`config.mk`:
```
export PLATFORM = sky130hd
export DESIGN_NAME = replication_zoom_address_generator_core_flat
export DESIGN_NICKNAME = d
export VERILOG_FILES = /design/src/design/rzag_pkg.sv /design/src/design/rzag_in_if.sv /design/src/design/rzag_out_if.sv /design/src/design/rzag_cfg_if.sv /design/src/design/rzag_cfg_regs.sv /design/src/design/rzag_walker.sv /design/src/design/replication_zoom_address_generator_core.sv /design/src/flat_wrapper.sv
export VERILOG_INCLUDE_DIRS = /design/src /design/src/design
export SDC_FILE = /design/constraint.sdc
export NUM_CORES = 1
export LEC_CHECK = 0
export ABC_CLOCK_PERIOD_IN_PS = 14900
export BUFFER_PORTS_ARGS = -buffer_cell sky130_fd_sc_hd__buf_2
export CORE_ASPECT_RATIO = 0.7
export CORE_MARGIN = 8
export CORE_UTILIZATION = 59
export DETAILED_ROUTE_END_ITERATION = 10
export PLACE_DENSITY = 0.77
export SKIP_CTS_REPAIR_TIMING = 1
export SYNTH_ARGS = -nofsm -noshare
export SYNTH_HDL_FRONTEND = slang
export SYNTH_HIERARCHICAL = 1
export SYNTH_SLANG_ARGS = --single-unit
```
`constraint.sdc`:
```
create_clock -name clk -period 14.9 [get_ports clk]
set_clock_uncertainty 0.2 [all_clocks]
set_input_delay 1.49 -clock clk [delete_from_list [all_inputs] [get_ports clk]]
set_output_delay 1.49 -clock clk [all_outputs]
set_load 0.03 [all_outputs]
```
`src/design/replication_zoom_address_generator_core_assert.svh`:
```
// Assertion macros shared by the zoom address generator RTL.
// Each macro samples on clk and is disabled while rst_n is low.
`ifndef REPLICATION_ZOOM_ADDRESS_GENERATOR_CORE_ASSERT_SVH
`define REPLICATION_ZOOM_ADDRESS_GENERATOR_CORE_ASSERT_SVH

// Consequent must hold in the same cycle as the antecedent.
`define RZAG_ASSERT_SAME(label, ante, cons, msg) \
  label: assert property (@(posedge clk) disable iff (!rst_n) (ante) |-> (cons)) \
    else $error(msg);

// Consequent must hold in the cycle after the antecedent.
`define RZAG_ASSERT_NEXT(label, ante, cons, msg) \
  label: assert property (@(posedge clk) disable iff (!rst_n) (ante) |=> (cons)) \
    else $error(msg);

`endif

```
`src/design/rzag_pkg.sv`:
```
// ----------------------------------------------------------------------------
// rzag_pkg
// Shared constants, register indexes and payload types of the zoom address
// generator.
// ----------------------------------------------------------------------------
package rzag_pkg;

  localparam int MAX_IMAGE_DIM = 4096;
  localparam int MAX_FACTOR    = 64;
  localparam int MAX_CELLS     = 256;

  // Fixed field widths.
  localparam int DEST_W    = 28;
  localparam int SRC_IDX_W = 24;
  localparam int KIND_W    = 1;

  // Widths that follow from the limits.
  localparam int DIM_W    = $clog2(MAX_IMAGE_DIM + 1);
  localparam int CENTER_W = $clog2(MAX_IMAGE_DIM);
  localparam int FACTOR_W = $clog2(MAX_FACTOR + 1);
  localparam int REP_W    = (MAX_FACTOR > 1) ? $clog2(MAX_FACTOR) : 1;
  localparam int CELLS_W  = $clog2(MAX_CELLS + 1);
  localparam int SPAN_W   = $clog2(MAX_CELLS * MAX_FACTOR + 1);
  localparam int POS_W    = $clog2(MAX_CELLS * MAX_FACTOR);
  // Signed source coordinate: window may start left of zero, and mid-frame
  // factor changes can push the column a few windows past the image.
  localparam int SRC_W    = $clog2(MAX_IMAGE_DIM + 8 * MAX_CELLS) + 2;

  // Configuration port.
  localparam int CFG_IDX_W  = 3;
  localparam int CFG_DATA_W = DIM_W;

  typedef enum logic [CFG_IDX_W-1:0] {
    REG_IMAGE_WIDTH  = 3'd0,
    REG_IMAGE_HEIGHT = 3'd1,
    REG_ZOOM_FACTOR  = 3'd2,
    REG_CELLS_X      = 3'd3,
    REG_CELLS_Y      = 3'd4
  } cfg_reg_t;

  typedef enum logic [KIND_W-1:0] {
    KIND_START   = 1'b0,
    KIND_ADVANCE = 1'b1
  } kind_t;

  localparam logic [DIM_W-1:0]    RST_IMAGE_WIDTH  = DIM_W'(512);
  localparam logic [DIM_W-1:0]    RST_IMAGE_HEIGHT = DIM_W'(512);
  localparam logic [FACTOR_W-1:0] RST_ZOOM_FACTOR  = FACTOR_W'(4);
  localparam logic [CELLS_W-1:0]  RST_CELLS_X      = CELLS_W'(33);
  localparam logic [CELLS_W-1:0]  RST_CELLS_Y      = CELLS_W'(33);

  typedef struct packed {
    logic [KIND_W-1:0]   kind;
    logic [CENTER_W-1:0] center_x;
    logic [CENTER_W-1:0] center_y;
  } item_t;

  typedef struct packed {
    logic [DEST_W-1:0]    dest_index;
    logic [SRC_IDX_W-1:0] source_index;
    logic                 zero_fill;
    logic                 pixel_valid;
    logic                 frame_last;
    logic                 rejected;
  } result_t;

  // Settings as the walker uses them: clamped and with window spans.
  typedef struct packed {
    logic [DIM_W-1:0]    image_width;
    logic [DIM_W-1:0]    image_height;
    logic [FACTOR_W-1:0] factor;
    logic [CELLS_W-1:0]  cells_x;
    logic [CELLS_W-1:0]  cells_y;
    logic [SPAN_W-1:0]   span_x;
    logic [SPAN_W-1:0]   span_y;
  } zoom_cfg_t;

  typedef struct packed {
    logic active;
  } walk_status_t;

endpackage

```
`src/design/rzag_in_if.sv`:
```
// ----------------------------------------------------------------------------
// rzag_in_if
// Input channel: start or advance beats with the zoom centre.
// ----------------------------------------------------------------------------
interface rzag_in_if;
  logic                          valid;
  logic                          ready;
  logic [rzag_pkg::KIND_W-1:0]   kind;
  logic [rzag_pkg::CENTER_W-1:0] center_x;
  logic [rzag_pkg::CENTER_W-1:0] center_y;

  modport source(output valid, output kind, output center_x, output center_y, input ready);
  modport sink(input valid, input kind, input center_x, input center_y, output ready);
endinterface

```
`src/design/rzag_out_if.sv`:
```
// ----------------------------------------------------------------------------
// rzag_out_if
// Result channel: one beat per input beat.
// ----------------------------------------------------------------------------
interface rzag_out_if;
  logic                           valid;
  logic                           ready;
  logic [rzag_pkg::DEST_W-1:0]    dest_index;
  logic [rzag_pkg::SRC_IDX_W-1:0] source_index;
  logic                           zero_fill;
  logic                           pixel_valid;
  logic                           frame_last;
  logic                           rejected;

  modport source(output valid, output dest_index, output source_index, output zero_fill,
                 output pixel_valid, output frame_last, output rejected, input ready);
  modport sink(input valid, input dest_index, input source_index, input zero_fill,
               input pixel_valid, input frame_last, input rejected, output ready);
endinterface

```
`src/design/rzag_cfg_if.sv`:
```
// ----------------------------------------------------------------------------
// rzag_cfg_if
// Configuration write channel: register index and write data.
// ----------------------------------------------------------------------------
interface rzag_cfg_if;
  logic                            valid;
  logic                            ready;
  logic [rzag_pkg::CFG_IDX_W-1:0]  index;
  logic [rzag_pkg::CFG_DATA_W-1:0] data;

  modport source(output valid, output index, output data, input ready);
  modport sink(input valid, input index, input data, output ready);
endinterface

```
`src/design/rzag_cfg_regs.sv`:
```
// ----------------------------------------------------------------------------
// rzag_cfg_regs
// Configuration registers, plus registered clamped values and window spans.
// ----------------------------------------------------------------------------
module rzag_cfg_regs (
  input  logic                clk,
  input  logic                rst_n,
  rzag_cfg_if.sink            cfg_bus,
  output rzag_pkg::zoom_cfg_t zoom_cfg
);

  logic [rzag_pkg::DIM_W-1:0]    image_width_r;
  logic [rzag_pkg::DIM_W-1:0]    image_height_r;
  logic [rzag_pkg::FACTOR_W-1:0] zoom_factor_r;
  logic [rzag_pkg::CELLS_W-1:0]  cells_x_r;
  logic [rzag_pkg::CELLS_W-1:0]  cells_y_r;

  logic [rzag_pkg::FACTOR_W-1:0] factor_c;
  logic [rzag_pkg::CELLS_W-1:0]  cells_x_c;
  logic [rzag_pkg::CELLS_W-1:0]  cells_y_c;
  rzag_pkg::zoom_cfg_t           zoom_cfg_r;
  rzag_pkg::zoom_cfg_t           zoom_cfg_nxt;

  assign cfg_bus.ready = 1'b1;

  always_ff @(posedge clk) begin
    if (!rst_n) begin
      image_width_r  <= rzag_pkg::RST_IMAGE_WIDTH;
      image_height_r <= rzag_pkg::RST_IMAGE_HEIGHT;
      zoom_factor_r  <= rzag_pkg::RST_ZOOM_FACTOR;
      cells_x_r      <= rzag_pkg::RST_CELLS_X;
      cells_y_r      <= rzag_pkg::RST_CELLS_Y;
    end else if (cfg_bus.valid) begin
      case (cfg_bus.index)
        rzag_pkg::REG_IMAGE_WIDTH:  image_width_r  <= cfg_bus.data[rzag_pkg::DIM_W-1:0];
        rzag_pkg::REG_IMAGE_HEIGHT: image_height_r <= cfg_bus.data[rzag_pkg::DIM_W-1:0];
        rzag_pkg::REG_ZOOM_FACTOR:  zoom_factor_r  <= cfg_bus.data[rzag_pkg::FACTOR_W-1:0];
        rzag_pkg::REG_CELLS_X:      cells_x_r      <= cfg_bus.data[rzag_pkg::CELLS_W-1:0];
        rzag_pkg::REG_CELLS_Y:      cells_y_r      <= cfg_bus.data[rzag_pkg::CELLS_W-1:0];
        default: ;
      endcase
    end
  end

  // Zero acts as one, anything above the limit saturates.
  always_comb begin
    if (zoom_factor_r == '0) begin
      factor_c = rzag_pkg::FACTOR_W'(1);
    end else if (zoom_factor_r > rzag_pkg::FACTOR_W'(rzag_pkg::MAX_FACTOR)) begin
      factor_c = rzag_pkg::FACTOR_W'(rzag_pkg::MAX_FACTOR);
    end else begin
      factor_c = zoom_factor_r;
    end
    if (cells_x_r == '0) begin
      cells_x_c = rzag_pkg::CELLS_W'(1);
    end else if (cells_x_r > rzag_pkg::CELLS_W'(rzag_pkg::MAX_CELLS)) begin
      cells_x_c = rzag_pkg::CELLS_W'(rzag_pkg::MAX_CELLS);
    end else begin
      cells_x_c = cells_x_r;
    end
    if (cells_y_r == '0) begin
      cells_y_c = rzag_pkg::CELLS_W'(1);
    end else if (cells_y_r > rzag_pkg::CELLS_W'(rzag_pkg::MAX_CELLS)) begin
      cells_y_c = rzag_pkg::CELLS_W'(rzag_pkg::MAX_CELLS);
    end else begin
      cells_y_c = cells_y_r;
    end
  end

  always_comb begin
    zoom_cfg_nxt.image_width  = image_width_r;
    zoom_cfg_nxt.image_height = image_height_r;
    zoom_cfg_nxt.factor       = factor_c;
    zoom_cfg_nxt.cells_x      = cells_x_c;
    zoom_cfg_nxt.cells_y      = cells_y_c;
    zoom_cfg_nxt.span_x       = rzag_pkg::SPAN_W'(cells_x_c) * rzag_pkg::SPAN_W'(factor_c);
    zoom_cfg_nxt.span_y       = rzag_pkg::SPAN_W'(cells_y_c) * rzag_pkg::SPAN_W'(factor_c);
  end

  // Registered copy of the clamped settings and spans that the walker reads.
  always_ff @(posedge clk) begin
    zoom_cfg_r <= zoom_cfg_nxt;
  end

  assign zoom_cfg = zoom_cfg_r;

endmodule

```
`src/design/rzag_walker.sv`:
```
// ----------------------------------------------------------------------------
// rzag_walker
// Frame state and raster walk: builds the result of one beat and steps the
// output, replication and source counters.
// ----------------------------------------------------------------------------
module rzag_walker (
  input  logic                   clk,
  input  logic                   rst_n,
  input  logic                   step,
  input  rzag_pkg::item_t        item,
  input  rzag_pkg::zoom_cfg_t    zoom_cfg,
  output rzag_pkg::result_t      result,
  output rzag_pkg::walk_status_t status
);

  logic                                active_r,     active_nxt;
  logic signed [rzag_pkg::SRC_W-1:0]   origin_x_r,   origin_x_nxt;
  logic signed [rzag_pkg::SRC_W-1:0]   origin_y_r,   origin_y_nxt;
  logic        [rzag_pkg::POS_W-1:0]   out_col_r,    out_col_nxt;
  logic        [rzag_pkg::POS_W-1:0]   out_row_r,    out_row_nxt;
  logic        [rzag_pkg::REP_W-1:0]   rep_col_r,    rep_col_nxt;
  logic        [rzag_pkg::REP_W-1:0]   rep_row_r,    rep_row_nxt;
  logic signed [rzag_pkg::SRC_W-1:0]   src_col_r,    src_col_nxt;
  logic signed [rzag_pkg::SRC_W-1:0]   src_row_r,    src_row_nxt;
  logic        [rzag_pkg::DEST_W-1:0]  dest_count_r, dest_count_nxt;

  logic                                start_bad;
  logic                                outside;
  logic                                row_end;
  logic                                frame_end;
  logic                                col_rep_done;
  logic                                row_rep_done;
  logic signed [rzag_pkg::SRC_W-1:0]   start_x;
  logic signed [rzag_pkg::SRC_W-1:0]   start_y;
  logic        [2*rzag_pkg::DIM_W-1:0] row_base;
  logic        [2*rzag_pkg::DIM_W-1:0] src_sum;

  assign start_bad = (rzag_pkg::DIM_W'(item.center_x) >= zoom_cfg.image_width) ||
                     (rzag_pkg::DIM_W'(item.center_y) >= zoom_cfg.image_height);

  assign start_x = $signed(rzag_pkg::SRC_W'(item.center_x)) -
                   $signed(rzag_pkg::SRC_W'(zoom_cfg.cells_x >> 1));
  assign start_y = $signed(rzag_pkg::SRC_W'(item.center_y)) -
                   $signed(rzag_pkg::SRC_W'(zoom_cfg.cells_y >> 1));

  // A negative coordinate reads as a huge unsigned value, so one compare per
  // axis covers both edges of the image.
  assign outside = ($unsigned(src_col_r) >= rzag_pkg::SRC_W'(zoom_cfg.image_width)) ||
                   ($unsigned(src_row_r) >= rzag_pkg::SRC_W'(zoom_cfg.image_height));

  assign row_base = src_row_r[rzag_pkg::DIM_W-1:0] * zoom_cfg.image_width;
  assign src_sum  = row_base + (2*rzag_pkg::DIM_W)'(src_col_r[rzag_pkg::DIM_W-1:0]);

  assign row_end   = (rzag_pkg::SPAN_W'(out_col_r) + 1'b1) >= zoom_cfg.span_x;
  assign frame_end = row_end && ((rzag_pkg::SPAN_W'(out_row_r) + 1'b1) >= zoom_cfg.span_y);

  assign col_rep_done = (rzag_pkg::FACTOR_W'(rep_col_r) + 1'b1) >= zoom_cfg.factor;
  assign row_rep_done = (rzag_pkg::FACTOR_W'(rep_row_r) + 1'b1) >= zoom_cfg.factor;

  always_comb begin
    result         = '0;
    active_nxt     = active_r;
    origin_x_nxt   = origin_x_r;
    origin_y_nxt   = origin_y_r;
    out_col_nxt    = out_col_r;
    out_row_nxt    = out_row_r;
    rep_col_nxt    = rep_col_r;
    rep_row_nxt    = rep_row_r;
    src_col_nxt    = src_col_r;
    src_row_nxt    = src_row_r;
    dest_count_nxt = dest_count_r;

    if (item.kind == rzag_pkg::KIND_START) begin
      if (start_bad) begin
        result.rejected = 1'b1;
      end else begin
        // Restart the frame even if one is running.
        origin_x_nxt   = start_x;
        origin_y_nxt   = start_y;
        src_col_nxt    = start_x;
        src_row_nxt    = start_y;
        out_col_nxt    = '0;
        out_row_nxt    = '0;
        rep_col_nxt    = '0;
        rep_row_nxt    = '0;
        dest_count_nxt = '0;
        active_nxt     = 1'b1;
      end
    end else if (!active_r) begin
      result.rejected = 1'b1;
    end else begin
      result.dest_index   = dest_count_r;
      result.source_index = outside ? '0 : rzag_pkg::SRC_IDX_W'(src_sum);
      result.zero_fill    = outside;
      result.pixel_valid  = 1'b1;
      result.frame_last   = frame_end;
      dest_count_nxt      = dest_count_r + 1'b1;
      if (frame_end) begin
        active_nxt = 1'b0;
      end else if (row_end) begin
        out_col_nxt = '0;
        rep_col_nxt = '0;
        src_col_nxt = origin_x_r;
        out_row_nxt = out_row_r + 1'b1;
        if (row_rep_done) begin
          rep_row_nxt = '0;
          src_row_nxt = src_row_r + rzag_pkg::SRC_W'(1);
        end else begin
          rep_row_nxt = rep_row_r + 1'b1;
        end
      end else begin
        out_col_nxt = out_col_r + 1'b1;
        if (col_rep_done) begin
          rep_col_nxt = '0;
          src_col_nxt = src_col_r + rzag_pkg::SRC_W'(1);
        end else begin
          rep_col_nxt = rep_col_r + 1'b1;
        end
      end
    end
  end

  always_ff @(posedge clk) begin
    if (!rst_n) begin
      active_r     <= 1'b0;
      origin_x_r   <= '0;
      origin_y_r   <= '0;
      out_col_r    <= '0;
      out_row_r    <= '0;
      rep_col_r    <= '0;
      rep_row_r    <= '0;
      src_col_r    <= '0;
      src_row_r    <= '0;
      dest_count_r <= '0;
    end else if (step) begin
      active_r     <= active_nxt;
      origin_x_r   <= origin_x_nxt;
      origin_y_r   <= origin_y_nxt;
      out_col_r    <= out_col_nxt;
      out_row_r    <= out_row_nxt;
      rep_col_r    <= rep_col_nxt;
      rep_row_r    <= rep_row_nxt;
      src_col_r    <= src_col_nxt;
      src_row_r    <= src_row_nxt;
      dest_count_r <= dest_count_nxt;
    end
  end

  assign status.active = active_r;

endmodule

```
`src/design/replication_zoom_address_generator_core.sv`:
```
// ----------------------------------------------------------------------------
// replication_zoom_address_generator_core
// Pixel-replication zoom address generator: one result beat per input beat.
// ----------------------------------------------------------------------------
// A start beat (kind 0) opens a zoomed frame around a centre point, or is
// rejected when the centre is outside the image. An advance beat (kind 1)
// is rejected while no frame is open, else yields the next raster-order pixel
// with destination and source index, zero-fill flag, frame_last on the last.
// The block takes one beat per clock while the output is not stalled: a beat
// waits in the input register while the walker forms its result and steps the
// frame counters, and the result then waits in the output register until it
// is taken. The path that sets the clock is the source row times image width
// product plus column in the walker. Configuration writes pass through the
// setting registers and the registered clamped copy; the user must make them
// while no beat is in flight, and the block itself does not enforce this.
// ----------------------------------------------------------------------------
module replication_zoom_address_generator_core (
  input  logic       clk,
  input  logic       rst_n,
  rzag_in_if.sink    in_bus,
  rzag_out_if.source out_bus,
  rzag_cfg_if.sink   cfg_bus
);

  rzag_pkg::item_t        s1_item_r;
  logic                   s1_valid_r;
  rzag_pkg::result_t      res_r;
  logic                   out_valid_r;
  rzag_pkg::result_t      walk_result;
  rzag_pkg::walk_status_t walk_status;
  rzag_pkg::zoom_cfg_t    zoom_cfg;
  logic                   out_free;
  logic                   step;
  logic                   in_fire;

  assign out_free     = !out_valid_r || out_bus.ready;
  assign step         = s1_valid_r && out_free;
  assign in_bus.ready = !s1_valid_r || out_free;
  assign in_fire      = in_bus.valid && in_bus.ready;

  rzag_cfg_regs u_cfg_regs (
    .clk      (clk),
    .rst_n    (rst_n),
    .cfg_bus  (cfg_bus),
    .zoom_cfg (zoom_cfg)
  );

  rzag_walker u_walker (
    .clk      (clk),
    .rst_n    (rst_n),
    .step     (step),
    .item     (s1_item_r),
    .zoom_cfg (zoom_cfg),
    .result   (walk_result),
    .status   (walk_status)
  );

  // Input stage: hold the beat until the walker consumes it.
  always_ff @(posedge clk) begin
    if (!rst_n) begin
      s1_valid_r <= 1'b0;
    end else if (in_bus.ready) begin
      s1_valid_r <= in_bus.valid;
    end
  end

  always_ff @(posedge clk) begin
    if (in_fire) begin
      s1_item_r.kind     <= in_bus.kind;
      s1_item_r.center_x <= in_bus.center_x;
      s1_item_r.center_y <= in_bus.center_y;
    end
  end

  // Output stage: advance when empty or drained.
  always_ff @(posedge clk) begin
    if (!rst_n) begin
      out_valid_r <= 1'b0;
    end else if (out_free) begin
      out_valid_r <= s1_valid_r;
    end
  end

  always_ff @(posedge clk) begin
    if (step) begin
      res_r <= walk_result;
    end
  end

  assign out_bus.valid        = out_valid_r;
  assign out_bus.dest_index   = res_r.dest_index;
  assign out_bus.source_index = res_r.source_index;
  assign out_bus.zero_fill    = res_r.zero_fill;
  assign out_bus.pixel_valid  = res_r.pixel_valid;
  assign out_bus.frame_last   = res_r.frame_last;
  assign out_bus.rejected     = res_r.rejected;

`include "replication_zoom_address_generator_core_assert.svh"

  `RZAG_ASSERT_NEXT(a_last_ends_frame, step && walk_result.frame_last, !walk_status.active, "frame still active after last pixel")
  `RZAG_ASSERT_SAME(a_fill_has_zero_src, out_valid_r && res_r.zero_fill, res_r.pixel_valid && (res_r.source_index == '0), "zero-filled pixel with nonzero source")
  `RZAG_ASSERT_SAME(a_reject_no_pixel, out_valid_r && res_r.rejected, !res_r.pixel_valid && !res_r.frame_last, "rejected beat carries a pixel")
  `RZAG_ASSERT_SAME(a_stall_blocks_in, s1_valid_r && out_valid_r && !out_bus.ready, !in_bus.ready, "input taken while both stages are full")

endmodule

```
`src/flat_wrapper.sv`:
```
// flat-port wrapper written by rule: the top's interface ports become plain ports
module replication_zoom_address_generator_core_flat 
  (clk, rst_n, in_bus_valid, in_bus_kind, in_bus_center_x, in_bus_center_y, in_bus_ready, out_bus_valid, out_bus_dest_index, out_bus_source_index, out_bus_zero_fill, out_bus_pixel_valid, out_bus_frame_last, out_bus_rejected, out_bus_ready, cfg_bus_valid, cfg_bus_index, cfg_bus_data, cfg_bus_ready);
  rzag_in_if in_bus_i ();
  rzag_out_if out_bus_i ();
  rzag_cfg_if cfg_bus_i ();
  input  logic clk;
  input  logic rst_n;
  input wire logic [$bits(in_bus_i.valid)-1:0] in_bus_valid;
  input wire logic [$bits(in_bus_i.kind)-1:0] in_bus_kind;
  input wire logic [$bits(in_bus_i.center_x)-1:0] in_bus_center_x;
  input wire logic [$bits(in_bus_i.center_y)-1:0] in_bus_center_y;
  output wire logic [$bits(in_bus_i.ready)-1:0] in_bus_ready;
  output wire logic [$bits(out_bus_i.valid)-1:0] out_bus_valid;
  output wire logic [$bits(out_bus_i.dest_index)-1:0] out_bus_dest_index;
  output wire logic [$bits(out_bus_i.source_index)-1:0] out_bus_source_index;
  output wire logic [$bits(out_bus_i.zero_fill)-1:0] out_bus_zero_fill;
  output wire logic [$bits(out_bus_i.pixel_valid)-1:0] out_bus_pixel_valid;
  output wire logic [$bits(out_bus_i.frame_last)-1:0] out_bus_frame_last;
  output wire logic [$bits(out_bus_i.rejected)-1:0] out_bus_rejected;
  input wire logic [$bits(out_bus_i.ready)-1:0] out_bus_ready;
  input wire logic [$bits(cfg_bus_i.valid)-1:0] cfg_bus_valid;
  input wire logic [$bits(cfg_bus_i.index)-1:0] cfg_bus_index;
  input wire logic [$bits(cfg_bus_i.data)-1:0] cfg_bus_data;
  output wire logic [$bits(cfg_bus_i.ready)-1:0] cfg_bus_ready;
  assign in_bus_i.valid = in_bus_valid;
  assign in_bus_i.kind = in_bus_kind;
  assign in_bus_i.center_x = in_bus_center_x;
  assign in_bus_i.center_y = in_bus_center_y;
  assign in_bus_ready = in_bus_i.ready;
  assign out_bus_valid = out_bus_i.valid;
  assign out_bus_dest_index = out_bus_i.dest_index;
  assign out_bus_source_index = out_bus_i.source_index;
  assign out_bus_zero_fill = out_bus_i.zero_fill;
  assign out_bus_pixel_valid = out_bus_i.pixel_valid;
  assign out_bus_frame_last = out_bus_i.frame_last;
  assign out_bus_rejected = out_bus_i.rejected;
  assign out_bus_i.ready = out_bus_ready;
  assign cfg_bus_i.valid = cfg_bus_valid;
  assign cfg_bus_i.index = cfg_bus_index;
  assign cfg_bus_i.data = cfg_bus_data;
  assign cfg_bus_ready = cfg_bus_i.ready;
  replication_zoom_address_generator_core u_core (.clk(clk), .rst_n(rst_n), .in_bus(in_bus_i), .out_bus(out_bus_i), .cfg_bus(cfg_bus_i));
endmodule
```
==> summary.md <==
| Metric | Value |
|---|---|
| Area Growth Syn to Fin | `8.19%` |
| Max_cap viols | `0` |
| Global-route wire length before repair | `~110000 um` |
| Core Footprint | `approximately 42000 sq um` |
| Worst Tran Pin Value | `1230 ps` |
| Max clock buf depth | `3` |
| Diodes inserted | `0` |
| CP startpoint kind | `flop` |
| CTS sink count | `325` |
| Root Buffer | `clkbuf_16` |
| Fin util | `64.5%` |
| Fin nets | `approximately 3300` |
| HPWL reported at the end of detailed placement | `50500 um` |
| Initial Utilization | `59.6%` |
| Largest net degree at the start of global routing | `78` |
| Per-cell routed wire length | `19.3 um` |
| Rows | `63` |
| Fin cells | `3422` |
| CP endpoint kind | `flop` |
| Fin Setup TNS | `0 ps` |
| Sequential group share of total power | `46.1%` |
| Clock Latency Late Sink | `about 520 ps` |
| Post-DRT Antenna Nets | `0` |
| Mean Syn Cell Area | `8.93 sq um` |
| Worst min path class | `flop to flop` |
| Layout cells sized above 1 | `6.97%` |
| Combinational Power Share | `9.0%` |
| Drc violations | `0` |
| Grt peak-use layer | `met2` |
| Pleak | `approximately 12 nW` |
| PortBufs | `103` |
| Global Route Usage Sum | `a little over a quarter` |
| Psw | `507 uW` |
| Fmax | `154 MHz` |
| Total gr overflow | `0` |
| Vias in the first global route | `20300` |
| Register area | `7320 sq um` |
| Sw frac | `24.7%` |
| Critical Path AT | `~6500 ps` |
| DIE AREA | `49500 sq um` |
| Met3 Use GR | `6.24%` |
| Die extent in x | `263 um` |
| Fill count | `3402` |
| Worst-path clk slew | `60 ps` |
| TritonCTS buffer count | `34` |
| Multi-input gate area | `between 15000 and 20000 sq um` |
| Via count | `20100` |
| Met2 usage | `41.8%` |
| RSZ-0062 raised after global routing | `false` |
| CP Class | `flop to flop` |
| Worst vdd ir | `around 0.075 mV` |
| Routability cong. | `0.953` |
| Clk pwr share | `44.9%` |
| Internal cell power | `about 1.5 mW` |
| Final Setup Violations | `0` |
| Die height | `around 190 um` |
| Fin crit period | `between 6000 and 7000 ps` |
| CTS tree | `yes` |
| Endpoints failing hold | `0` |
| PD cells | `75.3 nW/um^2` |
| Worst relative slew slack | `18.2%` |
| Status | `completed` |
| Mapped Nets | `3317` |
| Initial antenna violation count | `1` |
| Mapped Area | `25100 sq um` |
| H-Tree Depth | `2` |
| Detailed Routing Iterations Pass 1 | `6` |
| Max-slew violation count | `0` |
| CP required | `between 10000 and 15000 ps` |
| Dpl cells | `~3400` |
| Final period utilization | `43.5%` |
| Critical Path Fanout Max | `10` |
| # IOs | `105` |
| Routed vias/inst | `~6` |
| DRT iter0 DRCs | `~1800` |
| Synth warnings | `6` |
| Global routing met1 resource utilization | `between 30% and 40%` |
| Mapped Cells | `2814` |
| Final WL | `66200 um` |
-- power groups by stage --
stage | sequential (mW) | clock, mW | combinational, mW
2_1_floorplan | 0.968 | 0 | 0.113
3_3_place_gp | 0.963 | 0 | 0.174
3_5_place_dp | 0.963 | 0 | 0.180
4_1_cts | 0.944 | 0.937 | 0.182
5_1_grt | 0.947 | 0.972 | 0.201
6_report | 0.945 | 0.919 | 0.184
-- layout by cell type, fill, tap and decap left out, types with 10 or more instances in the layout --
cell       instances
mux2i_1           15
o21a_1            20
o211ai_1          18
a31oi_1           14
xnor2_1           77
a211oi_1          18
and2_1            85
clkbuf_16         37
o22ai_1           15
a32o_1            13
nor3_1            27
nand4_1           27
nand2_1          344
nor2_1           233
fa_1             197
dfxtp_1          244
or3_1             19
nor4_1            12
buf_2            102
xor2_1            37
edfxtp_1          81
a21o_1            29
nand3_1           87
inv_1            345
o31ai_1           10
buf_4             12
nor2b_1           12
o21ai_1           17
nand2b_1          30
a21oi_1          121
ha_1             260
o21ai_0           63
and3_1            57
a21boi_0          44
-- critical path, stage by stage (launching register included) --
cell and delay [ps]:
dfxtp_1 690, clkinv_1 510, nor2_1 260, ha_1 170
inv_1 50, fa_1 500, inv_1 50, fa_1 520
fa_1 530, fa_1 550, inv_1 50, fa_1 490
inv_1 40, ha_1 390, nand3_1 100, o21ai_0 80
a41o_1 270, a21oi_1 340, nand2b_1 160, xnor2_1 160
nor2_1 50
-- worst paths after layout --
kind	from	end	slack (ps)	cells after the start
worst max-delay path	u_core/u_walker/src_row_r[0]$_SDFFE_PN0P_	u_core/out_bus.source_index[19]$_DFFE_PP_	8420	20
worst min-delay path	u_core/u_cfg_regs/image_height_r[3]$_SDFFE_PN0P_	u_core/u_cfg_regs/zoom_cfg[58]$_DFF_P_	150	0
worst max register to register	u_core/u_walker/src_row_r[0]$_SDFFE_PN0P_	u_core/out_bus.source_index[19]$_DFFE_PP_	8420	20
worst min register to register	u_core/u_cfg_regs/image_height_r[3]$_SDFFE_PN0P_	u_core/u_cfg_regs/zoom_cfg[58]$_DFF_P_	150	0
-- layout make-up --
class                      instances  share of cell area, %
sequential                       325                   26.9
clock buffer                      48                   3.78
clock inverter                    13                  0.677
tap                              552                   2.54
inverter                         352                   4.86
multi-input combinational       2018                   59.0
timing repair buffer             114                   2.21
-- metrics by stage --
| step | instance area (sq um) | worst slack, ps | total power, mW | hold WS, ps |
|---|---|---|---|---|
| after floorplan | 25100 | 8840 | 1.08 | 131 |
| after global placement | 26000 | 8550 | 1.14 | 135 |
| after detailed placement | 26000 | 8500 | 1.14 | 136 |
| after CTS | 27200 | 8430 | 2.06 | 151 |
| after global routing | 27200 | 7980 | 2.12 | 152 |
| final | 27200 | 8420 | 2.05 | 151 |
-- per-layer routing --
| metal | share of wire, % | vias to the layer above |
|---|---|---|
| li1 | - | 9469 |
| met3 | 9.3 | 96 |
| met2 | 44 | 815 |
| met5 | 0.020 | - |
| met1 | 45 | 9765 |
| met4 | 1.8 | 2 |
-- flip-flops by register name, summed over array words and instances, names as in the netlist, 6 cells and up --
signal and flops:
u_core/u_walker/src_row_r 15, u_core/u_walker/origin_x_r 13, u_core/u_walker/dest_count_r 28, u_core/u_walker/rep_col_r 6, u_core/u_cfg_regs/image_width_r 13, u_core/s1_item_r 25
u_core/out_bus.source_index 24, u_core/u_cfg_regs/cells_x_r 9, u_core/u_walker/rep_row_r 6, u_core/u_walker/src_col_r 15, u_core/u_walker/out_row_r 14, u_core/u_cfg_regs/zoom_cfg 79
u_core/u_cfg_regs/zoom_factor_r 7, u_core/out_bus.dest_index 28, u_core/u_cfg_regs/cells_y_r 9, u_core/u_walker/out_col_r 14, u_core/u_cfg_regs/image_height_r 13
Power figures use the tool's default switching activity.
